--- src/hw/rtl/reactive_obstacle_avoidance_fsm_core_macros.svh ---
// Assertion macros shared by the obstacle avoidance RTL.
// Each macro expects a clock named clk and an active-low reset named arst_n in scope.
`ifndef REACTIVE_OBSTACLE_AVOIDANCE_FSM_CORE_MACROS_SVH
`define REACTIVE_OBSTACLE_AVOIDANCE_FSM_CORE_MACROS_SVH

// Same-cycle implication, checked only out of reset.
`define ROA_ASSERT_IMP(lbl, ante, cons, msg) \
	lbl: assert property (@(posedge clk) disable iff (!arst_n) (ante) |-> (cons)) \
		else $error(msg);

// Next-cycle implication, checked only out of reset.
`define ROA_ASSERT_NEXT(lbl, ante, cons, msg) \
	lbl: assert property (@(posedge clk) disable iff (!arst_n) (ante) |=> (cons)) \
		else $error(msg);

`endif

--- src/hw/rtl/roa_pkg.sv ---
// Shared types and constants for the obstacle avoidance mode machine.
// No dependencies; used by the register block, the mode logic and the top level.
`default_nettype none

package roa_pkg;

	typedef enum logic [1:0] {
		MODE_IDLE = 2'd0,
		MODE_TURN = 2'd1,
		MODE_ADV  = 2'd2
	} roa_mode_t;

	// Register indexes; each register sits at byte address 8 * index.
	localparam logic [1:0] REG_BYPASS_SQ = 2'd0;
	localparam logic [1:0] REG_MAX_SWEEP = 2'd1;
	localparam logic [1:0] REG_TURN_SPD  = 2'd2;
	localparam logic [1:0] REG_ADV_SPD   = 2'd3;

	localparam int PADDR_W = 5;
	localparam int PDATA_W = 64;

	localparam logic [33:0] RST_BYPASS_SQ = 34'd262144;
	localparam logic [19:0] RST_MAX_SWEEP = 20'd65536;
	localparam logic [14:0] RST_TURN_SPD  = 15'd256;
	localparam logic [14:0] RST_ADV_SPD   = 15'd256;

	typedef struct packed {
		logic [33:0] bypass_distance_sq;
		logic [19:0] max_sweep;
		logic [14:0] turn_speed;
		logic [14:0] advance_speed;
	} roa_cfg_t;

	typedef struct packed {
		roa_mode_t   mode;
		logic        is_active;
		logic        route_blocked;
		logic [15:0] left_wheel;
		logic [15:0] right_wheel;
	} roa_result_t;

endpackage

`default_nettype wire

--- src/hw/rtl/roa_cfg_regs.sv ---
// APB-style configuration registers for the obstacle avoidance block.
// Depends on roa_pkg for register indexes, reset values and the config struct.
`default_nettype none

module roa_cfg_regs
	import roa_pkg::*;
(
	input  wire logic               clk,
	input  wire logic               arst_n,
	input  wire logic               psel,
	input  wire logic               penable,
	input  wire logic               pwrite,
	input  wire logic [PADDR_W-1:0] paddr,
	input  wire logic [PDATA_W-1:0] pwdata,
	output logic      [PDATA_W-1:0] prdata,
	output logic                    pready,
	output roa_cfg_t                cfg
);

	roa_cfg_t   cfg_q;
	logic [1:0] reg_idx;
	logic       wr_en;

	assign reg_idx = paddr[4:3];
	assign wr_en   = psel && penable && pwrite;
	assign pready  = 1'b1;
	assign cfg     = cfg_q;

	always_ff @(posedge clk or negedge arst_n) begin
		if (!arst_n) begin
			cfg_q.bypass_distance_sq <= RST_BYPASS_SQ;
			cfg_q.max_sweep          <= RST_MAX_SWEEP;
			cfg_q.turn_speed         <= RST_TURN_SPD;
			cfg_q.advance_speed      <= RST_ADV_SPD;
		end else if (wr_en) begin
			case (reg_idx)
				REG_BYPASS_SQ: cfg_q.bypass_distance_sq <= pwdata[33:0];
				REG_MAX_SWEEP: cfg_q.max_sweep          <= pwdata[19:0];
				REG_TURN_SPD:  cfg_q.turn_speed         <= pwdata[14:0];
				REG_ADV_SPD:   cfg_q.advance_speed      <= pwdata[14:0];
				default: ;
			endcase
		end
	end

	always_comb begin
		case (reg_idx)
			REG_BYPASS_SQ: prdata = {30'd0, cfg_q.bypass_distance_sq};
			REG_MAX_SWEEP: prdata = {44'd0, cfg_q.max_sweep};
			REG_TURN_SPD:  prdata = {49'd0, cfg_q.turn_speed};
			REG_ADV_SPD:   prdata = {49'd0, cfg_q.advance_speed};
			default:       prdata = '0;
		endcase
	end

endmodule

`default_nettype wire

--- src/hw/rtl/roa_fsm.sv ---
// Mode state and per-tick update logic of the obstacle avoidance block.
// Depends on roa_pkg; the state advances only when step is high.
`default_nettype none

module roa_fsm
	import roa_pkg::*;
#(
	parameter int ANGLE_BITS = 16,
	parameter int POS_BITS   = 16
) (
	input  wire logic                  clk,
	input  wire logic                  arst_n,
	input  wire logic                  step,
	input  wire roa_cfg_t              cfg,
	input  wire logic                  enabled,
	input  wire logic                  trigger,
	input  wire logic                  corridor_clear,
	input  wire logic [ANGLE_BITS-1:0] heading,
	input  wire logic [POS_BITS-1:0]   pos_x,
	input  wire logic [POS_BITS-1:0]   pos_z,
	input  wire logic                  left_valid,
	input  wire logic [15:0]           left_dist,
	input  wire logic                  right_valid,
	input  wire logic [15:0]           right_dist,
	output roa_result_t                result
);

	localparam int SQ_W  = 2 * POS_BITS;
	localparam int SUM_W = SQ_W + 1;
	localparam int CMP_W = (SUM_W > 34) ? SUM_W : 34;
	localparam logic [ANGLE_BITS-1:0] HALF_TURN = {1'b1, {(ANGLE_BITS-1){1'b0}}};

	roa_mode_t             mode_q, mode_n;
	logic                  neg_q, neg_n;
	logic [31:0]           acc_q, acc_n;
	logic                  seed_q, seed_n;
	logic [ANGLE_BITS-1:0] prev_q, prev_n;
	logic [POS_BITS-1:0]   sx_q, sx_n, sz_q, sz_n;
	logic                  blocked;

	logic [ANGLE_BITS-1:0] hd_diff, hd_step;
	logic [32:0]           acc_sum;
	logic [31:0]           acc_sat;
	logic signed [POS_BITS:0] dx, dz;
	logic [POS_BITS:0]     adx, adz;
	logic [SQ_W-1:0]       sqx, sqz;
	logic [SUM_W-1:0]      dist_sum;
	logic                  dist_reached;
	logic                  dir_neg;
	logic [15:0]           tspd, ntspd;

	// Shortest wrapped heading change; exactly half a turn counts as half a turn.
	assign hd_diff = heading - prev_q;
	assign hd_step = (hd_diff > HALF_TURN) ? (~hd_diff + 1'b1) : hd_diff;
	assign acc_sum = {1'b0, acc_q} + {{(33-ANGLE_BITS){1'b0}}, hd_step};
	assign acc_sat = acc_sum[32] ? 32'hFFFF_FFFF : acc_sum[31:0];

	assign dx  = $signed({pos_x[POS_BITS-1], pos_x}) - $signed({sx_q[POS_BITS-1], sx_q});
	assign dz  = $signed({pos_z[POS_BITS-1], pos_z}) - $signed({sz_q[POS_BITS-1], sz_q});
	assign adx = dx[POS_BITS] ? (~dx + 1'b1) : dx;
	assign adz = dz[POS_BITS] ? (~dz + 1'b1) : dz;
	assign sqx = adx[POS_BITS-1:0] * adx[POS_BITS-1:0];
	assign sqz = adz[POS_BITS-1:0] * adz[POS_BITS-1:0];
	assign dist_sum = {1'b0, sqx} + {1'b0, sqz};
	// The sum never saturates below the 34-bit threshold, so a full-width compare suffices.
	assign dist_reached = CMP_W'(dist_sum) >= CMP_W'(cfg.bypass_distance_sq);

	// Turn away from the closer side; ties give positive, right-only data negative.
	assign dir_neg = (left_valid && right_valid) ? (right_dist < left_dist)
	                                             : (!left_valid && right_valid);

	always_comb begin
		mode_n  = mode_q;
		neg_n   = neg_q;
		acc_n   = acc_q;
		seed_n  = seed_q;
		prev_n  = prev_q;
		sx_n    = sx_q;
		sz_n    = sz_q;
		blocked = 1'b0;
		if (!enabled) begin
			mode_n = MODE_IDLE;
			acc_n  = '0;
			seed_n = 1'b0;
		end else begin
			case (mode_q)
				MODE_TURN: begin
					if (seed_q) begin
						acc_n = acc_sat;
					end
					prev_n = heading;
					seed_n = 1'b1;
					if (corridor_clear) begin
						mode_n = MODE_ADV;
						sx_n   = pos_x;
						sz_n   = pos_z;
					end else if (acc_n >= {12'd0, cfg.max_sweep}) begin
						mode_n  = MODE_IDLE;
						acc_n   = '0;
						seed_n  = 1'b0;
						blocked = 1'b1;
					end
				end
				MODE_ADV: begin
					if (!corridor_clear) begin
						mode_n = MODE_TURN;
						seed_n = 1'b0;
					end else if (dist_reached) begin
						mode_n = MODE_IDLE;
						acc_n  = '0;
						seed_n = 1'b0;
					end
				end
				default: begin
					mode_n = MODE_IDLE;
					if (trigger) begin
						mode_n = MODE_TURN;
						neg_n  = dir_neg;
						acc_n  = '0;
						seed_n = 1'b0;
					end
				end
			endcase
		end
	end

	always_ff @(posedge clk or negedge arst_n) begin
		if (!arst_n) begin
			mode_q <= MODE_IDLE;
			neg_q  <= 1'b0;
			acc_q  <= '0;
			seed_q <= 1'b0;
			prev_q <= '0;
			sx_q   <= '0;
			sz_q   <= '0;
		end else if (step) begin
			mode_q <= mode_n;
			neg_q  <= neg_n;
			acc_q  <= acc_n;
			seed_q <= seed_n;
			prev_q <= prev_n;
			sx_q   <= sx_n;
			sz_q   <= sz_n;
		end
	end

	assign tspd  = {1'b0, cfg.turn_speed};
	assign ntspd = ~tspd + 1'b1;

	always_comb begin
		result.mode          = mode_n;
		result.is_active     = (mode_n != MODE_IDLE);
		result.route_blocked = blocked;
		case (mode_n)
			MODE_TURN: begin
				result.left_wheel  = neg_n ? tspd : ntspd;
				result.right_wheel = neg_n ? ntspd : tspd;
			end
			MODE_ADV: begin
				result.left_wheel  = {1'b0, cfg.advance_speed};
				result.right_wheel = {1'b0, cfg.advance_speed};
			end
			default: begin
				result.left_wheel  = '0;
				result.right_wheel = '0;
			end
		endcase
	end

endmodule

`default_nettype wire

--- src/hw/rtl/reactive_obstacle_avoidance_fsm_core.sv ---
// Top level of the reactive obstacle avoidance mode machine.
// Depends on roa_pkg, roa_cfg_regs, roa_fsm and the assertion macro header.
`default_nettype none

`include "reactive_obstacle_avoidance_fsm_core_macros.svh"

// One request is one control tick. A request is captured in an input register, the mode
// update and wheel drive are computed from it combinationally, and the result lands in an
// output register; out_valid rises as the request moves into it. A new request is accepted
// every cycle while results are taken. The path between the registers is set by the two
// position squares and the threshold compare. Configuration registers sit on an APB-style port
// at byte addresses 0, 8, 16 and 24; the user must write them while idle (not enforced).
module reactive_obstacle_avoidance_fsm_core
	import roa_pkg::*;
#(
	parameter int ANGLE_BITS = 16,
	parameter int POS_BITS   = 16
) (
	input  wire logic                  clk,
	input  wire logic                  arst_n,
	input  wire logic                  psel,
	input  wire logic                  penable,
	input  wire logic                  pwrite,
	input  wire logic [PADDR_W-1:0]    paddr,
	input  wire logic [PDATA_W-1:0]    pwdata,
	output logic      [PDATA_W-1:0]    prdata,
	output logic                       pready,
	input  wire logic                  in_valid,
	output logic                       in_ready,
	input  wire logic                  enabled,
	input  wire logic                  trigger,
	input  wire logic                  corridor_clear,
	input  wire logic [ANGLE_BITS-1:0] heading,
	input  wire logic [POS_BITS-1:0]   pos_x,
	input  wire logic [POS_BITS-1:0]   pos_z,
	input  wire logic                  left_valid,
	input  wire logic [15:0]           left_dist,
	input  wire logic                  right_valid,
	input  wire logic [15:0]           right_dist,
	output logic                       out_valid,
	input  wire logic                  out_ready,
	output logic [1:0]                 mode,
	output logic                       is_active,
	output logic                       route_blocked,
	output logic [15:0]                left_wheel,
	output logic [15:0]                right_wheel
);

	roa_cfg_t    cfg;
	roa_result_t res;
	roa_result_t res_q;
	logic        out_valid_q;
	logic        valid_s1;
	logic        advance;

	logic                  enabled_s1, trigger_s1, clear_s1;
	logic [ANGLE_BITS-1:0] heading_s1;
	logic [POS_BITS-1:0]   pos_x_s1, pos_z_s1;
	logic                  lv_s1, rv_s1;
	logic [15:0]           ld_s1, rd_s1;

	roa_cfg_regs u_cfg (
		.clk    (clk),
		.arst_n (arst_n),
		.psel   (psel),
		.penable(penable),
		.pwrite (pwrite),
		.paddr  (paddr),
		.pwdata (pwdata),
		.prdata (prdata),
		.pready (pready),
		.cfg    (cfg)
	);

	// The captured request moves on whenever the output register is free or being emptied.
	assign advance  = valid_s1 && (!out_valid_q || out_ready);
	assign in_ready = !valid_s1 || advance;

	always_ff @(posedge clk or negedge arst_n) begin
		if (!arst_n) begin
			valid_s1 <= 1'b0;
		end else if (in_ready) begin
			valid_s1 <= in_valid;
		end
	end

	always_ff @(posedge clk) begin
		if (in_valid && in_ready) begin
			enabled_s1 <= enabled;
			trigger_s1 <= trigger;
			clear_s1   <= corridor_clear;
			heading_s1 <= heading;
			pos_x_s1   <= pos_x;
			pos_z_s1   <= pos_z;
			lv_s1      <= left_valid;
			ld_s1      <= left_dist;
			rv_s1      <= right_valid;
			rd_s1      <= right_dist;
		end
	end

	roa_fsm #(
		.ANGLE_BITS(ANGLE_BITS),
		.POS_BITS  (POS_BITS)
	) u_fsm (
		.clk           (clk),
		.arst_n        (arst_n),
		.step          (advance),
		.cfg           (cfg),
		.enabled       (enabled_s1),
		.trigger       (trigger_s1),
		.corridor_clear(clear_s1),
		.heading       (heading_s1),
		.pos_x         (pos_x_s1),
		.pos_z         (pos_z_s1),
		.left_valid    (lv_s1),
		.left_dist     (ld_s1),
		.right_valid   (rv_s1),
		.right_dist    (rd_s1),
		.result        (res)
	);

	always_ff @(posedge clk or negedge arst_n) begin
		if (!arst_n) begin
			out_valid_q <= 1'b0;
		end else if (advance) begin
			out_valid_q <= 1'b1;
		end else if (out_ready) begin
			out_valid_q <= 1'b0;
		end
	end

	always_ff @(posedge clk) begin
		if (advance) begin
			res_q <= res;
		end
	end

	assign out_valid     = out_valid_q;
	assign mode          = res_q.mode;
	assign is_active     = res_q.is_active;
	assign route_blocked = res_q.route_blocked;
	assign left_wheel    = res_q.left_wheel;
	assign right_wheel   = res_q.right_wheel;

	`ROA_ASSERT_IMP(a_idle_wheels_zero, out_valid && (mode == MODE_IDLE), (left_wheel == 16'd0) && (right_wheel == 16'd0), "wheels driven while inactive")
	`ROA_ASSERT_IMP(a_blocked_is_idle, out_valid && route_blocked, (mode == MODE_IDLE) && !is_active, "route blocked outside inactive mode")
	`ROA_ASSERT_NEXT(a_stalled_item_kept, valid_s1 && !advance, valid_s1, "captured request dropped while stalled")

endmodule

`default_nettype wire
--- config.mk ---
export PLATFORM = sky130hd
export DESIGN_NAME = reactive_obstacle_avoidance_fsm_core
export DESIGN_NICKNAME = d
export VERILOG_FILES = /design/src/hw/rtl/roa_pkg.sv /design/src/hw/rtl/roa_cfg_regs.sv /design/src/hw/rtl/roa_fsm.sv /design/src/hw/rtl/reactive_obstacle_avoidance_fsm_core.sv
export VERILOG_INCLUDE_DIRS = /design/src /design/src/hw/rtl
export SDC_FILE = /design/constraint.sdc
export NUM_CORES = 2
export LEC_CHECK = 0
export ABC_CLOCK_PERIOD_IN_PS = 28800
export BUFFER_PORTS_ARGS = -buffer_cell sky130_fd_sc_hd__clkbuf_2
export CORE_ASPECT_RATIO = 0.75
export CORE_UTILIZATION = 43
export DETAILED_ROUTE_END_ITERATION = 8
export MAX_ROUTING_LAYER = met4
export PLACE_DENSITY = 0.56
export SKIP_LAST_GASP = 1
export SYNTH_ARGS = -nofsm -noshare
export SYNTH_HDL_FRONTEND = slang
export SYNTH_HIERARCHICAL = 1
export SYNTH_SLANG_ARGS = --single-unit
--- constraint.sdc ---
create_clock -name clk -period 28.8 [get_ports clk]
set_input_delay 1.44 -clock clk [delete_from_list [all_inputs] [get_ports clk]]
set_output_delay 1.44 -clock clk [all_outputs]
set_load 0.01 [all_outputs]
# After elaboration in Yosys (flattened, before gate mapping)
# Index checks and enable logic that the tools add are counted.
# totals
ff_bits	291
inputBits	161
wordCells	123
# op_classes
n_addsub	9
n_mul	2
order_cmp	4
n_eq_ne	11
n_mux	39
bitwise_logic	6
reduce_logical	24
# ops
operator	count
2-to-1 mux 32 bit	10
case mux 64 bit (4 select lines)	1
case mux 32 bit (2 select lines)	2
2-to-1 mux 16 bit	5
adder 16 x 1 -> 16 bit, second input constant	4
multiplier 16 x 16 -> 32 bit	2
NOT 16 bit	3
greater-or-equal comparator 33 x 34 -> 1 bit	1
subtractor 16 x 16 -> 17 bit	2
adder 32 x 16 -> 33 bit	1
adder 32 x 32 -> 33 bit	1
greater-or-equal comparator 32 x 20 -> 1 bit	1
> comparator 16 bit, second input constant	1
< comparator 16 bit	1
NOT 15 -> 16 bit	1
subtractor 16 bit	1
2-to-1 mux 1 bit	14
2-to-1 mux 2 bit	5
== test 2 bit, second input constant	4
AND reduction 2 bit	4
AND reduction 4 bit	2
== test 2 x 1 -> 1 bit, second input constant	3
logical AND 1 bit	6
AND reduction 3 bit	2
13 further kinds	18

# Depth between registers and ports, before layout
# logic_depth
ltp_word	16
mapped_depth	56
depth_no_buf	54

# Hierarchy
# The synthesis kept the hierarchy.
# modules_own_cells
module	instances	cells_each	area_per_inst_um2	seq_area_each_um2
roa_fsm	1	3032	25962.4	2102.0
roa_cfg_regs	1	263	3992.6	2107.0
reactive_obstacle_avoidance_fsm_core	1	129	3737.3	3683.5

# Worst setup path after synthesis
# Ideal clock, no wire load.
# synth_path
path_kind	register to register
startpoint	reg pos_x_s1[0]
endpoint	reg res_q (netlist bit left_wheel[15]), data pin
setup_ns	0.140
t_arrival_ns	12.384
required_time_ns	28.660
setup_slack_ns	16.276
stages_incl_launch_ff	51
path_buffers	3
period_less_slack_ns	12.524
cell_sequence	edfxtp_1 inv_1 ha_1 inv_1 fa_1 a21o_1 a21oi_2 xnor2_1 o21ba_2 nand4_1 nor4_2 nand2_1 o41ai_1 xor2_1 buf_2 nand2b_1 fa_1 fa_1 [... 15 more ...] o21ai_1 nor4_1 a31o_2 a221o_1 a2111oi_2 ha_1 nand3b_1 nor3_1 o21a_1 nor3_1 o21ai_0 or2_2 ha_1 and2_1 clkbuf_1 clkbuf_1 o31ai_1 nor2_1
# synth_rtl
element	line	rtl
from (decl)	reactive_obstacle_avoidance_fsm_core.sv:58	logic [POS_BITS-1:0] pos_x_s1, pos_z_s1;
from (signal assigned)	reactive_obstacle_avoidance_fsm_core.sv:93	pos_x_s1 <= pos_x;
to (signal assigned)	reactive_obstacle_avoidance_fsm_core.sv:135	res_q <= res;
to (decl)	reactive_obstacle_avoidance_fsm_core.sv:51	roa_result_t res_q;

# Worst setup path after layout
# layout_path
startpoint	reg pos_z_s1[0]
endpoint	reg u_fsm.acc_q[12]
# layout_between
elab_chain_cells	9
# layout_lines
element	line	rtl
from (decl)	reactive_obstacle_avoidance_fsm_core.sv:58	
from (signal assigned)	reactive_obstacle_avoidance_fsm_core.sv:94	pos_z_s1 <= pos_z;
subtractor 16 x 16 -> 17 bit *	roa_fsm.sv:59	assign dz = $signed({pos_z[POS_BITS-1], pos_z}) - $signed({sz_q[POS_BITS-1], sz_q});
NOT 16 bit	roa_fsm.sv:61	assign adz = dz[POS_BITS] ? (~dz + 1'b1) : dz;
adder 16 x 1 -> 16 bit	roa_fsm.sv:61	
2-to-1 mux 16 bit *	roa_fsm.sv:61	
multiplier 16 x 16 -> 32 bit *	roa_fsm.sv:63	assign sqz = adz[POS_BITS-1:0] * adz[POS_BITS-1:0];
adder 32 x 32 -> 33 bit *	roa_fsm.sv:64	assign dist_sum = {1'b0, sqx} + {1'b0, sqz};
greater-or-equal comparator 33 x 34 -> 1 bit *	roa_fsm.sv:66	assign dist_reached = CMP_W'(dist_sum) >= CMP_W'(cfg.bypass_distance_sq);
!= test 3 x 2 -> 1 bit (no source line) *	--	
AND reduction 4 bit (no source line) *	--	
to (signal assigned)	roa_fsm.sv:139	acc_q <= acc_n;
to (decl)	roa_fsm.sv:35	logic [31:0] acc_q, acc_n;
# Every way passes the cells marked *; elsewhere a longest branch is shown, timed or not.
# A chain may end at the register's enable or synchronous reset.

==> metrics.md <==
| Metric | Value |
|---|---|
| CTS sink cnt | `roughly 290` |
| Clock root cell | `clkbuf_16` |
| Total congestion overflow | `0` |
| Register area share after synthesis | `a little under a quarter` |
| Final WS setup | `13.40 ns` |
| DRC viols | `0` |
| Die Ht | `between 200 and 250 um` |
| Synth Instances | `about 3.4k` |
| Critical path's slowest cell | `a21oi_4` |
| Yosys reg bits | `just under 300` |
| Cell with the most instances after synthesis | `inv_1` |
| Global-route usage over all layers | `between 20% and 30%` |
| Area of the core | `approximately 77,000 sq um` |
| Yosys cell types | `approximately 110` |
| Min-delay worst type | `reg2reg` |
| Share of cells above drive strength 1 | `around 15%` |
| Row cnt | `88` |
| Relative slew slack | `between 10% and 20%` |
| Layout fillers | `~7.4k` |
| Max Cap Viol | `0` |
| Mean Syn Cell Area | `9.84 sq um` |
| Pin count of the biggest net entering global routing | `80` |
| Wire length of the first global-routing pass | `roughly 130,000 um` |
| TNS Setup | `0 ns` |
| Die Wd | `about 330 um` |
| Top post-synthesis cells by area | `fa_1 (23%), dfrtp_1 (12%), ha_1 (12%)` |
| Final ANT Viol Nets | `0` |
| Max Fclk | `between 60 and 70 MHz` |
| WP data required | `29.25 ns` |
| Minimum clock period | `roughly 15 ns` |
| DP Worst Slack | `about 14 ns` |
| Starting Density | `roughly 44%` |
| CTS HTree Levels | `1` |
| Routed WL | `about 80,000 um` |
| Via Count | `about 24k` |
| Most frequent CP cell | `fa_1` |
| CP Launch Type | `flip-flop` |
| Wirelength per Cell | `around 17 um` |
| IO Port Bufs | `between 150 and 200` |
| Max incr delay on CP | `0.83 ns` |
| Critical Path AT | `between 15 and 20 ns` |
| Worst Skew | `about 0.044 ns` |
| Setup CP Type | `reg2reg` |
| Setup violators final | `0` |
| Setup crit end kind | `flip-flop` |
| Vias per Instance | `between 5 and 6` |
| DR iter-0 viols | `roughly 1.5k` |
| Worst skew pair latency | `0.62 ns` |
| Hold_buf cts | `0` |
| Cell Area, Synth | `around 34,000 sq um` |
| Dpl hpwl | `67,300 um` |
| RePlAce Congestion | `~0.94` |
| DR pass1 iterations | `6` |
| Die Footprint | `just under 80,000 sq um` |
| Resize count post-CTS | `0` |
| Post-CTS setup buffers | `0` |
| I/O Pins | `264` |
| Initial antenna violation count | `2` |
| Slew @ Worst Pin | `about 1.2 ns` |
| Pins Over Slew Limit | `0` |
| Final hold vios | `0` |
| Nets | `between 4k and 5k` |
| Tcrit/Tclk final | `53.5%` |
| Top_reg_cell synth | `dfrtp_1` |
| Post-synth top area share | `a little under a quarter` |
| Yosys warnings | `6` |
| Worst-path maximum fanout | `42` |
| Outcome | `completed` |
| Number of global-route vias before repair | `roughly 24k` |
| TritonCTS buffer count | `31` |
| Asr flop ratio synth | `between 50% and 60%` |
| RSZ-0062 raised after global routing | `no` |
| EDFF count, synth | `between 100 and 150` |
| Worst-path clk slew | `approximately 0.07 ns` |
| Top cells by count, synth | `inv_1 (682), fa_1 (392), ha_1 (330)` |
| CTS max path bufs | `3` |
| Synth-to-Final Area Change | `9.49%` |
| CTS tree | `yes` |
| Biggest area consumer among synthesized cells | `fa_1` |
## cell families (layout without fill, tap and decap cells)
group	count (synthesis)	count (layout)	share of synthesized area, %
muxes	176	176	6.38
adders and majority gates	722	722	35.5
and+or+nand+nor	821	821	11.8
other	2	34	0.0223
xor gates and xnor gates	125	125	3.36
DFF	291	291	23.4
buffers and inverters	820	995	9.72
AOI/OAI and AO/OA	467	467	9.70
## placed cells by master (no fill, tap or decap), drive strengths merged, types with 78 or more instances in the layout
master / synthesis / final
inv: 689 / 690
fa: 392 / 392
ha: 330 / 330
nor2: 302 / 302
clkbuf: 63 / 238
dfrtp: 166 / 166
nand2: 153 / 153
mux2: 131 / 131
a21oi: 127 / 127
edfxtp: 121 / 121
nand3: 90 / 90
xnor2: 78 / 78
## worst paths after layout
| check | start | to | slack [ns] | cells past startpoint |
|---|---|---|---|---|
| setup / recovery | pos_z_s1[0] | u_fsm/acc_q[12] | 13.40 | 47 |
| max in group asynchronous | arst_n | out_valid | 26.13 | 3 |
| setup reg to reg | pos_z_s1[0] | u_fsm/acc_q[12] | 13.40 | 47 |
| hold reg to reg | u_fsm/prev_q[0] | u_fsm/prev_q[0] | 0.49 | 2 |
| min in group asynchronous | arst_n | u_fsm/sx_q[13] | 0.85 | 1 |
| hold / removal | u_fsm/prev_q[0] | u_fsm/prev_q[0] | 0.49 | 2 |
## per-layer routing
layer,global-route usage [%],routed length [um]
met1,33.0,41900
met2,29.6,32700
met3,3.63,4990
met4,3.34,1370
met5,-,0
## stage by stage
step           util [%]  hold WS (ns)  cells  instance area, sq um
2_1_floorplan         -         0.454   3453                 33800
3_3_place_gp       46.4         0.466   4605                 35800
3_5_place_dp       46.4         0.481   4605                 35800
4_1_cts            47.8         0.497   4663                 36900
5_1_grt            47.8         0.508   4664                 36900
6_report           47.8         0.494   4666                 36900
## state kept, by name (all words and copies together) (netlist names), 2 cells and up
signal        flops
u_cfg/cfg        84
rd_s1            16
pos_x_s1         16
pos_z_s1         16
u_fsm/sz_q       16
ld_s1            16
u_fsm/prev_q     16
mode              2
u_fsm/mode_q      2
left_wheel       16
u_fsm/acc_q      32
heading_s1       16
u_fsm/sx_q       16
right_wheel      16
## worst max-delay path: cells and delay by family (launching register included)
kind	cells	cell delay, ns
XOR/XNOR	2	0.57
flip-flops	1	0.33
AND/OR/NAND/NOR	7	1.38
buffers and inverters	9	1.60
multiplexers	1	0.25
adder cells (fa/ha/maj)	12	5.46
AO/OA/AOI/OAI	16	5.58
## cell type report
| class | instances | area [sq um] | area share (%) |
|---|---|---|---|
| Clock inverter | 19 | 205 | 0.556 |
| Multi-Input combinational cell | 2342 | 22700 | 61.6 |
| Inverter | 692 | 2600 | 7.04 |
| Sequential cell | 291 | 7890 | 21.4 |
| Timing Repair Buffer | 245 | 1350 | 3.66 |
| Tap cell | 1035 | 1290 | 3.51 |
| Antenna cell | 3 | 7.51 | 0.0204 |
| Clock buffer | 39 | 836 | 2.27 |
Power is left out: the tool's default activity adds up to more than one toggle a clock period on the data nets, which glitch-free logic cannot reach.
